==> src/hdl/e2l_pkg.sv <==
`timescale 1ns / 1ps
// ----------------------------------------------------------------------------
// e2l_pkg
// Types, constants and small tables shared by the epoch to local date/time
// converter: transaction payloads, inter-stage records and the reciprocal
// constants used in place of dividers.
// ----------------------------------------------------------------------------
package e2l_pkg;

  // transaction payloads
  typedef struct packed {
    logic [31:0] unix_seconds;
  } in_payload_t;

  typedef struct packed {
    logic signed [15:0] zone_offset_minutes;
  } cfg_payload_t;

  typedef struct packed {
    logic [11:0] year;
    logic [3:0]  month;
    logic [4:0]  day_of_month;
    logic [4:0]  hour;
    logic [5:0]  minute;
    logic [5:0]  second;
  } out_payload_t;

  // time of day carried alongside the date arithmetic
  typedef struct packed {
    logic [4:0] hour;
    logic [5:0] minute;
    logic [5:0] second;
  } tod_t;

  // day number split into era and day of era, plus second of day
  typedef struct packed {
    logic [17:0] doe;
    logic        era_hi;
    logic [16:0] sod;
  } split_t;

  // year of era with the remaining day of era and finished time of day
  typedef struct packed {
    logic [8:0]  yoe;
    logic [17:0] doe;
    logic        era_hi;
    tod_t        tod;
  } ydate_t;

  // bias of 24 days keeps the local second count positive for any offset
  localparam logic [21:0] SEC_BIAS       = 22'd2073600;

  // 86400 = 128 * 675: divide the upper bits by 675 with an exact reciprocal
  localparam logic [26:0] DIV675_MUL     = 27'd101806633;
  localparam int unsigned DIV675_SHIFT   = 36;
  localparam logic [9:0]  DIV675         = 10'd675;

  // biased day number at which the day of era wraps into the next era
  localparam logic [15:0] ERA_SPLIT_DAYS = 16'd11041;
  localparam logic [17:0] ERA_LO_ADD     = 18'd135056;

  // day-of-era breakpoints for the century and 400-year corrections
  localparam logic [17:0] DOE_CENT1      = 18'd36524;
  localparam logic [17:0] DOE_CENT2      = 18'd73048;
  localparam logic [17:0] DOE_CENT3      = 18'd109572;
  localparam logic [17:0] DOE_LAST       = 18'd146096;

  // exact reciprocals, valid over the value ranges seen here
  localparam logic [17:0] DIV1460_MUL    = 18'd183861;
  localparam int unsigned DIV1460_SHIFT  = 28;
  localparam logic [17:0] DIV365_MUL     = 18'd183860;
  localparam int unsigned DIV365_SHIFT   = 26;
  localparam logic [12:0] DIV153_MUL     = 13'd6854;
  localparam int unsigned DIV153_SHIFT   = 20;
  localparam logic [17:0] DIV60S_MUL     = 18'd139811;
  localparam int unsigned DIV60S_SHIFT   = 23;
  localparam logic [10:0] DIV60M_MUL     = 11'd1093;
  localparam int unsigned DIV60M_SHIFT   = 16;

  localparam logic [8:0]  DAYS_PER_YEAR  = 9'd365;
  localparam logic [5:0]  SIXTY          = 6'd60;
  localparam logic [8:0]  YOE_CENT1      = 9'd100;
  localparam logic [8:0]  YOE_CENT2      = 9'd200;
  localparam logic [8:0]  YOE_CENT3      = 9'd300;
  localparam logic [3:0]  MP_JANUARY     = 4'd10;
  localparam logic [3:0]  MP_MON_ADD     = 4'd3;
  localparam logic [3:0]  MP_MON_SUB     = 4'd9;
  localparam logic [11:0] YEAR_BASE_LO   = 12'd1600;
  localparam logic [11:0] YEAR_BASE_HI   = 12'd2000;

  // first day of each March-based month within the year
  function automatic logic [8:0] month_start(input logic [3:0] mp);
    logic [8:0] first;
    unique case (mp)
      4'd0:    first = 9'd0;
      4'd1:    first = 9'd31;
      4'd2:    first = 9'd61;
      4'd3:    first = 9'd92;
      4'd4:    first = 9'd122;
      4'd5:    first = 9'd153;
      4'd6:    first = 9'd184;
      4'd7:    first = 9'd214;
      4'd8:    first = 9'd245;
      4'd9:    first = 9'd275;
      4'd10:   first = 9'd306;
      4'd11:   first = 9'd337;
      default: first = 9'd0;
    endcase
    return first;
  endfunction

endpackage

==> src/hdl/e2l_chan_if.sv <==
`timescale 1ns / 1ps
// ----------------------------------------------------------------------------
// e2l_chan_if
// Valid/ready channel carrying one payload record per transaction.
// ----------------------------------------------------------------------------
interface e2l_chan_if #(
  parameter type payload_t = logic
);
  logic     valid;
  logic     ready;
  payload_t payload;

  modport source (output valid, output payload, input ready);
  modport sink (input valid, input payload, output ready);
endinterface

==> src/hdl/e2l_day_split.sv <==
`timescale 1ns / 1ps
// ----------------------------------------------------------------------------
// e2l_day_split
// Three stages: apply the zone offset, floor-divide the local seconds by
// 86400, then form the second of day and the era / day of era.
// ----------------------------------------------------------------------------
module e2l_day_split (
  input  logic               clk_i,
  input  logic               rst_ni,
  input  logic               in_valid_i,
  output logic               in_ready_o,
  input  logic [31:0]        unix_seconds_i,
  input  logic signed [15:0] zone_offset_minutes_i,
  output logic               out_valid_o,
  input  logic               out_ready_i,
  output e2l_pkg::split_t    split_o
);
  import e2l_pkg::*;

  logic [2:0]  valid_q;
  logic [3:0]  adv;
  logic [33:0] ofs_ext;
  logic [33:0] ofs_sec;
  logic [33:0] biased_sum;
  logic [32:0] biased_d;
  logic [32:0] biased_q;
  logic [52:0] quot_prod;
  logic [15:0] days_d;
  logic [15:0] days_q;
  logic [25:0] hi_q;
  logic [6:0]  lo_q;
  logic [25:0] days_x675;
  logic [25:0] rem_full;
  split_t      split_d;
  split_t      split_q;

  // stage advance, back from the output
  assign adv[3] = out_ready_i;
  assign adv[2] = !valid_q[2] || adv[3];
  assign adv[1] = !valid_q[1] || adv[2];
  assign adv[0] = !valid_q[0] || adv[1];

  // offset times 60 as shifts, plus bias to keep the count positive
  always_comb begin
    ofs_ext    = {{18{zone_offset_minutes_i[15]}}, zone_offset_minutes_i};
    ofs_sec    = (ofs_ext << 6) - (ofs_ext << 2);
    biased_sum = {2'b00, unix_seconds_i} + ofs_sec + {12'd0, SEC_BIAS};
    biased_d   = biased_sum[32:0];
  end

  // day number from the upper bits by exact reciprocal of 675
  always_comb begin
    quot_prod = {27'd0, biased_q[32:7]} * {26'd0, DIV675_MUL};
    days_d    = quot_prod[DIV675_SHIFT +: 16];
  end

  // remainder gives second of day; era chosen by one compare
  always_comb begin
    days_x675       = {10'd0, days_q} * {16'd0, DIV675};
    rem_full        = hi_q - days_x675;
    split_d.sod     = {rem_full[9:0], lo_q};
    split_d.era_hi  = (days_q >= ERA_SPLIT_DAYS);
    if (split_d.era_hi) begin
      split_d.doe = {2'b00, days_q} - {2'b00, ERA_SPLIT_DAYS};
    end else begin
      split_d.doe = {2'b00, days_q} + ERA_LO_ADD;
    end
  end

  // stage valid bits
  always_ff @(posedge clk_i or negedge rst_ni) begin
    if (!rst_ni) begin
      valid_q <= '0;
    end else begin
      if (adv[0]) valid_q[0] <= in_valid_i;
      if (adv[1]) valid_q[1] <= valid_q[0];
      if (adv[2]) valid_q[2] <= valid_q[1];
    end
  end

  // stage data
  always_ff @(posedge clk_i) begin
    if (adv[0] && in_valid_i) begin
      biased_q <= biased_d;
    end
    if (adv[1] && valid_q[0]) begin
      days_q <= days_d;
      hi_q   <= biased_q[32:7];
      lo_q   <= biased_q[6:0];
    end
    if (adv[2] && valid_q[1]) begin
      split_q <= split_d;
    end
  end

  assign in_ready_o  = adv[0];
  assign out_valid_o = valid_q[2];
  assign split_o     = split_q;

endmodule

==> src/hdl/e2l_year_split.sv <==
`timescale 1ns / 1ps
// ----------------------------------------------------------------------------
// e2l_year_split
// Three stages: leap corrections and year of era from the day of era, and
// hour, minute and second from the second of day in parallel.
// ----------------------------------------------------------------------------
module e2l_year_split (
  input  logic             clk_i,
  input  logic             rst_ni,
  input  logic             in_valid_i,
  output logic             in_ready_o,
  input  e2l_pkg::split_t  split_i,
  output logic             out_valid_o,
  input  logic             out_ready_i,
  output e2l_pkg::ydate_t  ydate_o
);
  import e2l_pkg::*;

  logic [2:0]  valid_q;
  logic [3:0]  adv;

  logic [35:0] cyc_prod;
  logic [34:0] min_prod;
  logic [2:0]  cent_cnt;
  logic [2:0]  bc_d;
  logic [17:0] doe1_q;
  logic        era1_q;
  logic [6:0]  a1_q;
  logic [2:0]  bc1_q;
  logic [16:0] sod1_q;
  logic [10:0] mins1_q;

  logic [17:0] t_d;
  logic [16:0] sec_full;
  logic [21:0] hour_prod;
  logic [17:0] t2_q;
  logic [17:0] doe2_q;
  logic        era2_q;
  logic [10:0] mins2_q;
  logic [4:0]  hour2_q;
  logic [5:0]  sec2_q;

  logic [35:0] yoe_prod;
  logic [10:0] minute_full;
  ydate_t      ydate_d;
  ydate_t      ydate_q;

  // stage advance, back from the output
  assign adv[3] = out_ready_i;
  assign adv[2] = !valid_q[2] || adv[3];
  assign adv[1] = !valid_q[1] || adv[2];
  assign adv[0] = !valid_q[0] || adv[1];

  // day of era over 1460, century count, and minutes of day
  always_comb begin
    cyc_prod = {18'd0, split_i.doe} * {18'd0, DIV1460_MUL};
    cent_cnt = {2'b00, split_i.doe >= DOE_CENT1} + {2'b00, split_i.doe >= DOE_CENT2}
             + {2'b00, split_i.doe >= DOE_CENT3} + {2'b00, split_i.doe >= DOE_LAST};
    bc_d     = cent_cnt - {2'b00, split_i.doe == DOE_LAST};
    min_prod = {18'd0, split_i.sod} * {17'd0, DIV60S_MUL};
  end

  // corrected day count, second and hour
  always_comb begin
    t_d       = doe1_q - {11'd0, a1_q} + {15'd0, bc1_q};
    sec_full  = sod1_q - {6'd0, mins1_q} * {11'd0, SIXTY};
    hour_prod = {11'd0, mins1_q} * {11'd0, DIV60M_MUL};
  end

  // year of era and minute
  always_comb begin
    yoe_prod            = {18'd0, t2_q} * {18'd0, DIV365_MUL};
    minute_full         = mins2_q - {6'd0, hour2_q} * {5'd0, SIXTY};
    ydate_d.yoe         = yoe_prod[DIV365_SHIFT +: 9];
    ydate_d.doe         = doe2_q;
    ydate_d.era_hi      = era2_q;
    ydate_d.tod.hour    = hour2_q;
    ydate_d.tod.minute  = minute_full[5:0];
    ydate_d.tod.second  = sec2_q;
  end

  // stage valid bits
  always_ff @(posedge clk_i or negedge rst_ni) begin
    if (!rst_ni) begin
      valid_q <= '0;
    end else begin
      if (adv[0]) valid_q[0] <= in_valid_i;
      if (adv[1]) valid_q[1] <= valid_q[0];
      if (adv[2]) valid_q[2] <= valid_q[1];
    end
  end

  // stage data
  always_ff @(posedge clk_i) begin
    if (adv[0] && in_valid_i) begin
      doe1_q  <= split_i.doe;
      era1_q  <= split_i.era_hi;
      a1_q    <= cyc_prod[DIV1460_SHIFT +: 7];
      bc1_q   <= bc_d;
      sod1_q  <= split_i.sod;
      mins1_q <= min_prod[DIV60S_SHIFT +: 11];
    end
    if (adv[1] && valid_q[0]) begin
      t2_q    <= t_d;
      doe2_q  <= doe1_q;
      era2_q  <= era1_q;
      mins2_q <= mins1_q;
      hour2_q <= hour_prod[DIV60M_SHIFT +: 5];
      sec2_q  <= sec_full[5:0];
    end
    if (adv[2] && valid_q[1]) begin
      ydate_q <= ydate_d;
    end
  end

  assign in_ready_o  = adv[0];
  assign out_valid_o = valid_q[2];
  assign ydate_o     = ydate_q;

endmodule

==> src/hdl/e2l_month_split.sv <==
`timescale 1ns / 1ps
// ----------------------------------------------------------------------------
// e2l_month_split
// Three stages: day of year, March-based month, then calendar month, day
// and year into the output register.
// ----------------------------------------------------------------------------
module e2l_month_split (
  input  logic                  clk_i,
  input  logic                  rst_ni,
  input  logic                  in_valid_i,
  output logic                  in_ready_o,
  input  e2l_pkg::ydate_t       ydate_i,
  output logic                  out_valid_o,
  input  logic                  out_ready_i,
  output e2l_pkg::out_payload_t result_o
);
  import e2l_pkg::*;

  logic [2:0]   valid_q;
  logic [3:0]   adv;

  logic [1:0]   yoe_cent;
  logic [17:0]  year_days;
  logic [17:0]  doy_full;
  logic [8:0]   doy1_q;
  logic [8:0]   yoe1_q;
  logic         era1_q;
  tod_t         tod1_q;

  logic [10:0]  mp_num;
  logic [23:0]  mp_prod;
  logic [3:0]   mp2_q;
  logic [8:0]   doy2_q;
  logic [8:0]   yoe2_q;
  logic         era2_q;
  tod_t         tod2_q;

  logic [8:0]   dom_full;
  logic         early_year;
  out_payload_t result_d;
  out_payload_t result_q;

  // stage advance, back from the output
  assign adv[3] = out_ready_i;
  assign adv[2] = !valid_q[2] || adv[3];
  assign adv[1] = !valid_q[1] || adv[2];
  assign adv[0] = !valid_q[0] || adv[1];

  // day of year within the March-based year
  always_comb begin
    yoe_cent  = {1'b0, ydate_i.yoe >= YOE_CENT1} + {1'b0, ydate_i.yoe >= YOE_CENT2}
              + {1'b0, ydate_i.yoe >= YOE_CENT3};
    year_days = {9'd0, ydate_i.yoe} * {9'd0, DAYS_PER_YEAR}
              + {11'd0, ydate_i.yoe[8:2]} - {16'd0, yoe_cent};
    doy_full  = ydate_i.doe - year_days;
  end

  // March-based month from (5 * doy + 2) / 153
  always_comb begin
    mp_num  = {doy1_q, 2'b00} + {2'b00, doy1_q} + 11'd2;
    mp_prod = {13'd0, mp_num} * {11'd0, DIV153_MUL};
  end

  // calendar fields; January and February belong to the next year
  always_comb begin
    early_year = (mp2_q >= MP_JANUARY);
    dom_full   = doy2_q - month_start(mp2_q) + 9'd1;
    result_d.day_of_month = dom_full[4:0];
    if (early_year) begin
      result_d.month = mp2_q - MP_MON_SUB;
    end else begin
      result_d.month = mp2_q + MP_MON_ADD;
    end
    result_d.year   = {3'd0, yoe2_q} + (era2_q ? YEAR_BASE_HI : YEAR_BASE_LO)
                    + {11'd0, early_year};
    result_d.hour   = tod2_q.hour;
    result_d.minute = tod2_q.minute;
    result_d.second = tod2_q.second;
  end

  // stage valid bits
  always_ff @(posedge clk_i or negedge rst_ni) begin
    if (!rst_ni) begin
      valid_q <= '0;
    end else begin
      if (adv[0]) valid_q[0] <= in_valid_i;
      if (adv[1]) valid_q[1] <= valid_q[0];
      if (adv[2]) valid_q[2] <= valid_q[1];
    end
  end

  // stage data
  always_ff @(posedge clk_i) begin
    if (adv[0] && in_valid_i) begin
      doy1_q <= doy_full[8:0];
      yoe1_q <= ydate_i.yoe;
      era1_q <= ydate_i.era_hi;
      tod1_q <= ydate_i.tod;
    end
    if (adv[1] && valid_q[0]) begin
      mp2_q  <= mp_prod[DIV153_SHIFT +: 4];
      doy2_q <= doy1_q;
      yoe2_q <= yoe1_q;
      era2_q <= era1_q;
      tod2_q <= tod1_q;
    end
    if (adv[2] && valid_q[1]) begin
      result_q <= result_d;
    end
  end

  assign in_ready_o  = adv[0];
  assign out_valid_o = valid_q[2];
  assign result_o    = result_q;

endmodule

==> src/hdl/epoch_to_local_datetime.sv <==
`timescale 1ns / 1ps
// ----------------------------------------------------------------------------
// epoch_to_local_datetime
// Unix time in seconds to local Gregorian date and 24-hour time of day.
// ----------------------------------------------------------------------------
// A nine-stage pipeline that takes one transaction per clock as long as the
// output is taken without stalls. No stage chains more than one multiply,
// the divisions by 86400, 1460, 365, 153 and 60 being exact reciprocal
// multiplies, and each stage has its own valid bit, so a stalled output
// holds only the stages that are full and input keeps flowing into any
// empty stage. The zone offset in minutes is a register written through
// the configuration channel, which is always ready; write it only while
// no transaction is in flight.
module epoch_to_local_datetime (
  input  logic       clk_i,
  input  logic       rst_ni,
  e2l_chan_if.sink   cfg_i,
  e2l_chan_if.sink   in_i,
  e2l_chan_if.source out_o
);
  import e2l_pkg::*;

  logic signed [15:0] offset_q;
  logic               split_valid;
  logic               split_ready;
  split_t             split;
  logic               ydate_valid;
  logic               ydate_ready;
  ydate_t             ydate;
  out_payload_t       result;

  // zone offset register
  assign cfg_i.ready = 1'b1;

  always_ff @(posedge clk_i or negedge rst_ni) begin
    if (!rst_ni) begin
      offset_q <= '0;
    end else if (cfg_i.valid && cfg_i.ready) begin
      offset_q <= cfg_i.payload.zone_offset_minutes;
    end
  end

  // local seconds to day of era and second of day
  e2l_day_split u_day_split (
    .clk_i                 (clk_i),
    .rst_ni                (rst_ni),
    .in_valid_i            (in_i.valid),
    .in_ready_o            (in_i.ready),
    .unix_seconds_i        (in_i.payload.unix_seconds),
    .zone_offset_minutes_i (offset_q),
    .out_valid_o           (split_valid),
    .out_ready_i           (split_ready),
    .split_o               (split)
  );

  // year of era and time of day
  e2l_year_split u_year_split (
    .clk_i       (clk_i),
    .rst_ni      (rst_ni),
    .in_valid_i  (split_valid),
    .in_ready_o  (split_ready),
    .split_i     (split),
    .out_valid_o (ydate_valid),
    .out_ready_i (ydate_ready),
    .ydate_o     (ydate)
  );

  // month, day and calendar year into the output register
  e2l_month_split u_month_split (
    .clk_i       (clk_i),
    .rst_ni      (rst_ni),
    .in_valid_i  (ydate_valid),
    .in_ready_o  (ydate_ready),
    .ydate_i     (ydate),
    .out_valid_o (out_o.valid),
    .out_ready_i (out_o.ready),
    .result_o    (result)
  );

  assign out_o.payload = result;

`ifndef ASSERT_OFF
  // input is held back only by a stalled result
  assert property (@(posedge clk_i) disable iff (!rst_ni)
    !in_i.ready |-> (out_o.valid && !out_o.ready))
    else $error("input stalled while the output is free");

  // calendar fields stay in range
  assert property (@(posedge clk_i) disable iff (!rst_ni)
    out_o.valid |-> (out_o.payload.month >= 4'd1 && out_o.payload.month <= 4'd12
                     && out_o.payload.day_of_month >= 5'd1))
    else $error("month or day out of range");

  // February never runs past the 29th
  assert property (@(posedge clk_i) disable iff (!rst_ni)
    (out_o.valid && out_o.payload.month == 4'd2) |-> out_o.payload.day_of_month <= 5'd29)
    else $error("day beyond end of February");

  // time of day stays in range
  assert property (@(posedge clk_i) disable iff (!rst_ni)
    out_o.valid |-> (out_o.payload.hour <= 5'd23 && out_o.payload.minute <= 6'd59
                     && out_o.payload.second <= 6'd59))
    else $error("time of day out of range");

  // year stays within what any offset can reach
  assert property (@(posedge clk_i) disable iff (!rst_ni)
    out_o.valid |-> (out_o.payload.year >= 12'd1969 && out_o.payload.year <= 12'd2106))
    else $error("year out of range");
`endif

endmodule

==> src/flat_wrapper.sv <==
// flat-port wrapper written by rule: the top's interface ports become plain ports
module epoch_to_local_datetime_flat import e2l_pkg::*;
  (clk_i, rst_ni, cfg_i_valid, cfg_i_payload, cfg_i_ready, in_i_valid, in_i_payload, in_i_ready, out_o_valid, out_o_payload, out_o_ready);
  e2l_chan_if #(.payload_t(cfg_payload_t)) cfg_i_i ();
  e2l_chan_if #(.payload_t(in_payload_t)) in_i_i ();
  e2l_chan_if #(.payload_t(out_payload_t)) out_o_i ();
  input  logic clk_i;
  input  logic rst_ni;
  input wire logic [$bits(cfg_i_i.valid)-1:0] cfg_i_valid;
  input wire logic [$bits(cfg_i_i.payload)-1:0] cfg_i_payload;
  output wire logic [$bits(cfg_i_i.ready)-1:0] cfg_i_ready;
  input wire logic [$bits(in_i_i.valid)-1:0] in_i_valid;
  input wire logic [$bits(in_i_i.payload)-1:0] in_i_payload;
  output wire logic [$bits(in_i_i.ready)-1:0] in_i_ready;
  output wire logic [$bits(out_o_i.valid)-1:0] out_o_valid;
  output wire logic [$bits(out_o_i.payload)-1:0] out_o_payload;
  input wire logic [$bits(out_o_i.ready)-1:0] out_o_ready;
  assign cfg_i_i.valid = cfg_i_valid;
  assign cfg_i_i.payload = cfg_i_payload;
  assign cfg_i_ready = cfg_i_i.ready;
  assign in_i_i.valid = in_i_valid;
  assign in_i_i.payload = in_i_payload;
  assign in_i_ready = in_i_i.ready;
  assign out_o_valid = out_o_i.valid;
  assign out_o_payload = out_o_i.payload;
  assign out_o_i.ready = out_o_ready;
  epoch_to_local_datetime u_core (.clk_i(clk_i), .rst_ni(rst_ni), .cfg_i(cfg_i_i), .in_i(in_i_i), .out_o(out_o_i));
endmodule
==> config.mk <==
export PLATFORM = sky130hd
export DESIGN_NAME = epoch_to_local_datetime_flat
export DESIGN_NICKNAME = d
export VERILOG_FILES = /design/src/hdl/e2l_pkg.sv /design/src/hdl/e2l_chan_if.sv /design/src/hdl/e2l_day_split.sv /design/src/hdl/e2l_year_split.sv /design/src/hdl/e2l_month_split.sv /design/src/hdl/epoch_to_local_datetime.sv /design/src/flat_wrapper.sv
export SDC_FILE = /design/constraint.sdc
export NUM_CORES = 2
export LEC_CHECK = 0
export BUFFER_PORTS_ARGS = -buffer_cell sky130_fd_sc_hd__buf_2
export CORE_ASPECT_RATIO = 1.5
export CORE_UTILIZATION = 60
export CTS_CLUSTER_DIAMETER = 40
export CTS_CLUSTER_SIZE = 20
export DETAILED_ROUTE_END_ITERATION = 10
export PLACE_DENSITY = 0.76
export RECOVER_POWER = 25
export SETUP_SLACK_MARGIN = 0.02
export SLEW_MARGIN = 40
export SYNTH_ARGS = -nofsm -noshare
export SYNTH_HDL_FRONTEND = slang
export SYNTH_SLANG_ARGS = --single-unit
==> constraint.sdc <==
create_clock -name clk_i -period 17.4 [get_ports clk_i]
set_input_delay 1.74 -clock clk_i [delete_from_list [all_inputs] [get_ports clk_i]]
set_output_delay 1.74 -clock clk_i [all_outputs]
set_load 0.01 [all_outputs]
# Yosys cells after proc, flatten, opt, wreduce, memory -nomap -nowiden
# Memory sizes are Yosys's and may differ from the RTL's. A register that Yosys moved wholly into a read port is not among the register bits.
# Index checks and enable logic that the tools add are counted.
# op_classes
n_reduce_logical,27
n_mul,10
addsub,27
eq_ne,1
order_cmp,9
muxes,4
# op_table
operator,n
$mul A26 B27 Y52 const B,1
$ge A18 B17 Y1 const B,2
$mul A18 B18 Y35 const B,1
$mul A17 B18 Y34 const B,1
$add A33 B21 Y33 const B,1
$add A33 B23 Y33,1
$mul A18 B16 Y33 const B,1
$mul A11 B12 Y23 const B,1
$sub A22 B18 Y23,1
$mul A11 B11 Y21 const B,1
$add A16 B18 Y18 const B,1
$add A18 B3 Y18,1
$eq A18 B18 Y1 const B,1
$ge A18 B16 Y1 const B,1
$ge A18 B18 Y1 const B,1
$mux W18,1
$sub A18 B7 Y18,1
$sub A16 B14 Y17 const B,1
$ge A16 B14 Y1 const B,1
$mul A16 B10 Y10 const B,1
$add A12 B1 Y12,1
$add A9 B11 Y12,1
$sub A6 B6 Y6,2
$add A11 B2 Y11 const B,1
other kinds (26),52
# word_totals
memories,1
elab_cells,133
mem_bits_ro,144
output_inout_bits,41
reg_bits,364
in_bits,53
# memory_table
name,depth,word_bits,read_ports,rd_ports_with_merged_regs,wr,line,text
(name not given),16,9,1,1,0,e2l_pkg.sv:94,unique case (mp)

# Longest topological paths before layout
# depth
word_depth,11
ltp_mapped,31
depth_no_buf,31

# By module
# Synthesis repeated with hierarchy kept, for this count alone.
# hier_totals
hier_cells,4171
hier_area_um2,46668.5
# modules_own_cells
mod,n_inst,seq_area_each_um2,area_per_inst_um2,cells_each
e2l_year_split,1,4429.2,20915.1,1873
e2l_day_split,1,3138.0,16653.5,1581
e2l_month_split,1,3478.3,8439.3,681
epoch_to_local_datetime,1,400.4,660.6,36

# Worst setup path before layout
# No wires, ideal clock.
# synth_path
path_kind,register to register
start,register u_core.u_month_split.doy1_q[0]
end,register (tool-made name)
arrival_ps,6790
required_time_ps,17281
setup_ps,119
path_stages_with_launch,32
n_path_buf,0
synth_period_minus_slack_ps,6909
path_slack_ps,10491
path_cell_list,edfxtp_1 > ha_1 > a21o_1 > a21oi_1 > o21bai_1 > a21oi_1 > o21bai_1 > a21oi_1 > nor2b_1 > o21ai_0 > xnor2_1 > ha_1 > inv_1 > fa_1 > inv_1 > ha_1 > inv_1 > fa_1 > fa_1 > inv_1 > ha_1 > a21o_1 > a21o_1 > a211o_1 > a21oi_1 > o21a_1 > xnor2_1 > a21oi_1 > ha_1 > nor3_1 > a21oi_1 > o221a_2
# synth_lines
element,line,text
start: declaration,e2l_month_split.sv:25,logic [8:0] doy1_q;
start signal: assignment,e2l_month_split.sv:95,doy1_q <= doy_full[8:0];

==> impl_metrics.yaml <==
die:
  core_um2: 75100
  rows: 123
  die_h_um: 340
  boundaryPins: 94
  initial_core_util: 0.608
  die_x_um: 227
  dieArea_um2: 77200
sta:
  final-max-slew-violation-count: 26
  max-slew-margin-rel: -0.0973
  fin_crit_sh: 0.430
  finClkSkew_ps: 27.2
  max_freq_mhz: 134
  worst_slew_pin_slew_ps: 1650
  rsz0062_at_grt: "no"
  setup_tns_ps: 0
  layout_min_cycle_time_ps: 7490
  hold_viol: 0
  finalSetupViolCount: 0
  timing.hold.ws_ps: 409
grt:
  antenna_found_initial: 1
  overflow: 0
  grt_max_degree: 47
  grt_pass1_wl_um: 149000
  grt.total_usage: 0.247
  grt_pass1_vias: 31111
worst_setup_path:
  cp.required_ps: 17890
  crit_arrival_ps: 7980
  end_kind: "flop"
  startpoint_type: "flop"
  path_max_fanout: 8
  path_buf_inv: 4
  path_delay_family: "adder cells"
  slowest_delay_ps: 550
  path_class: "reg -> reg"
  cp.depth: 31
  r2r_cells: 31
  critical-path-top-cell-by-count: "a21oi_1"
  cpMaxStageDelayCell: "fa_1"
clocking:
  cts-hold-fix-buffers: 0
  path_clk_slew_ps: 70
  clk_latency_ps: 610
  cts_buffer_depth: 3
  post_cts_resized: 0
  cts_tree: "yes"
  postCtsSetupBuffers: 0
  cts_made_buffers: 46
  clock_sinks: 369
  cts-root-buf: "clkbuf_16"
  cts.htree.levels: 2
layout:
  utilization: 0.654
  final_cell_mix: "ha_1, inv_1, fa_1"
  syn2layout_area_growth_pct: 7.60
  mostFrequentLayoutCell: "ha_1"
  drive_gt1_frac: 0.0549
  diodes: 0
  fin_nets: 5845
status:
  violations: "capacitance limit, slew limit"
  status: "finished, violations left"
route:
  dr.pass1.iters: 4
  wl_per_cell_um: 17.1
  antenna_left: 0
  route.detailed.drc: 0
  viasPerCell: 5.36
  wirelength_um: 89200
  vias: 27883
  drt_iter0_drc: 1017
synthesis:
  ys.flop_type: "edfxtp_1"
  syn_avg_cell_area_um2: 11.3
  yosysUniqueCellTypes: 70
  syn_nets: 5708
  syn_inst: 4029
  async_reset_ff_frac: 0.0678
  syn_area_um2: 45600
  ys_seq_area_frac: 0.239
  yosysWarningCount: 0
  synth_edf_count: 339
  ys_seq_elements: 369
min_path:
  min_path_cells: 0
  min_path_type: "reg -> reg"
job:
  cap_violations: 1
placed_design:
  port_buffers: 92
  hpwlAfterDp_um: 76600
  gp_congestion: 0.930
==> stage by stage <==
stage,cells,cell area (um^2),setup slack [ps]
floorplan,4029,45600,10490
global placement,5116,47400,10060
detailed placement,5118,47400,9900
CTS,5204,49100,9870
global route,5204,49100,9370
finish,5204,49100,9910
==> registers in the layout, indices dropped and copies added (netlist names), 10 cells and up, named ones only <==
| register | cells |
|---|---|
| u_core.u_month_split.result_d | 17 |
| u_core.u_day_split.days_q | 16 |
| u_core.u_year_split.doe1_q | 18 |
| u_core.u_year_split.mins1_q | 11 |
| u_core.u_month_split.tod1_q | 17 |
| u_core.u_month_split.result_o | 38 |
| u_core.u_day_split.biased_q | 33 |
| u_core.u_year_split.t2_q | 18 |
| u_core.u_year_split.ydate_o | 36 |
| u_core.offset_q | 16 |
| u_core.u_day_split.split_o | 36 |
| u_core.u_day_split.hi_q | 10 |
==> cell type report <==
| class | count | area (um^2) |
|---|---|---|
| well taps | 1000 | 1250 |
| inverters | 1032 | 3870 |
| repair buffers | 103 | 577 |
| flip-flops and latches | 369 | 10900 |
| clock inverters | 37 | 472 |
| clock buffers | 49 | 1180 |
| fillers | 5839 | 26000 |
| multi-input cells | 2614 | 30800 |
==> kinds of logic after synthesis <==
kind of cell | Yosys count | synth area share
xor gates and xnor gates | 202 | 0.0388
adders and majority gates | 1626 | 0.535
buffers and inverters | 1046 | 0.0863
muxes | 15 | 0.00356
AOI/OAI and AO/OA | 420 | 0.0583
DFF | 369 | 0.239
and+or+nand+nor | 350 | 0.0386
other | 1 | 0.0000822
==> metal layers <==
layer	global-route usage	wire length (um)	up-vias
met3	0.0247	2100	257
met5	0	11	-
li1	-	-	13463
met1	0.253	31800	13690
met2	0.478	49900	471
met4	0.135	5410	2
==> synthesized netlist by cell type, types with 38 or more instances <==
cell | count | share of area
a21o_1 | 60 | 0.0099
a21oi_1 | 146 | 0.016
edfxtp_1 | 339 | 0.22
fa_1 | 544 | 0.24
ha_1 | 1082 | 0.30
inv_1 | 1031 | 0.085
nand2_1 | 94 | 0.0077
nand3_1 | 38 | 0.0042
nor2_1 | 64 | 0.0053
o21ai_0 | 75 | 0.0082
xnor2_1 | 143 | 0.027
xor2_1 | 59 | 0.011
==> path summary, 6_finish.rpt <==
check	slack, ps	endpoint	from
worst min-delay path	410	u_core.u_year_split.ydate_o[6]	u_core.u_year_split.mins2_q[0]
min in group asynchronous	1550	u_core.offset_q[5]	rst_ni
worst max register to register	9910	flop	u_core.u_month_split.doy1_q[0]
worst max-delay path	9910	flop	u_core.u_month_split.doy1_q[0]
max in group asynchronous	14870	u_core.u_year_split.valid_q[2]	rst_ni
worst min register to register	410	u_core.u_year_split.ydate_o[6]	u_core.u_year_split.mins2_q[0]
Power is left out: the tool's default activity adds up to more than one toggle a clock period on the data nets, which glitch-free logic cannot reach.
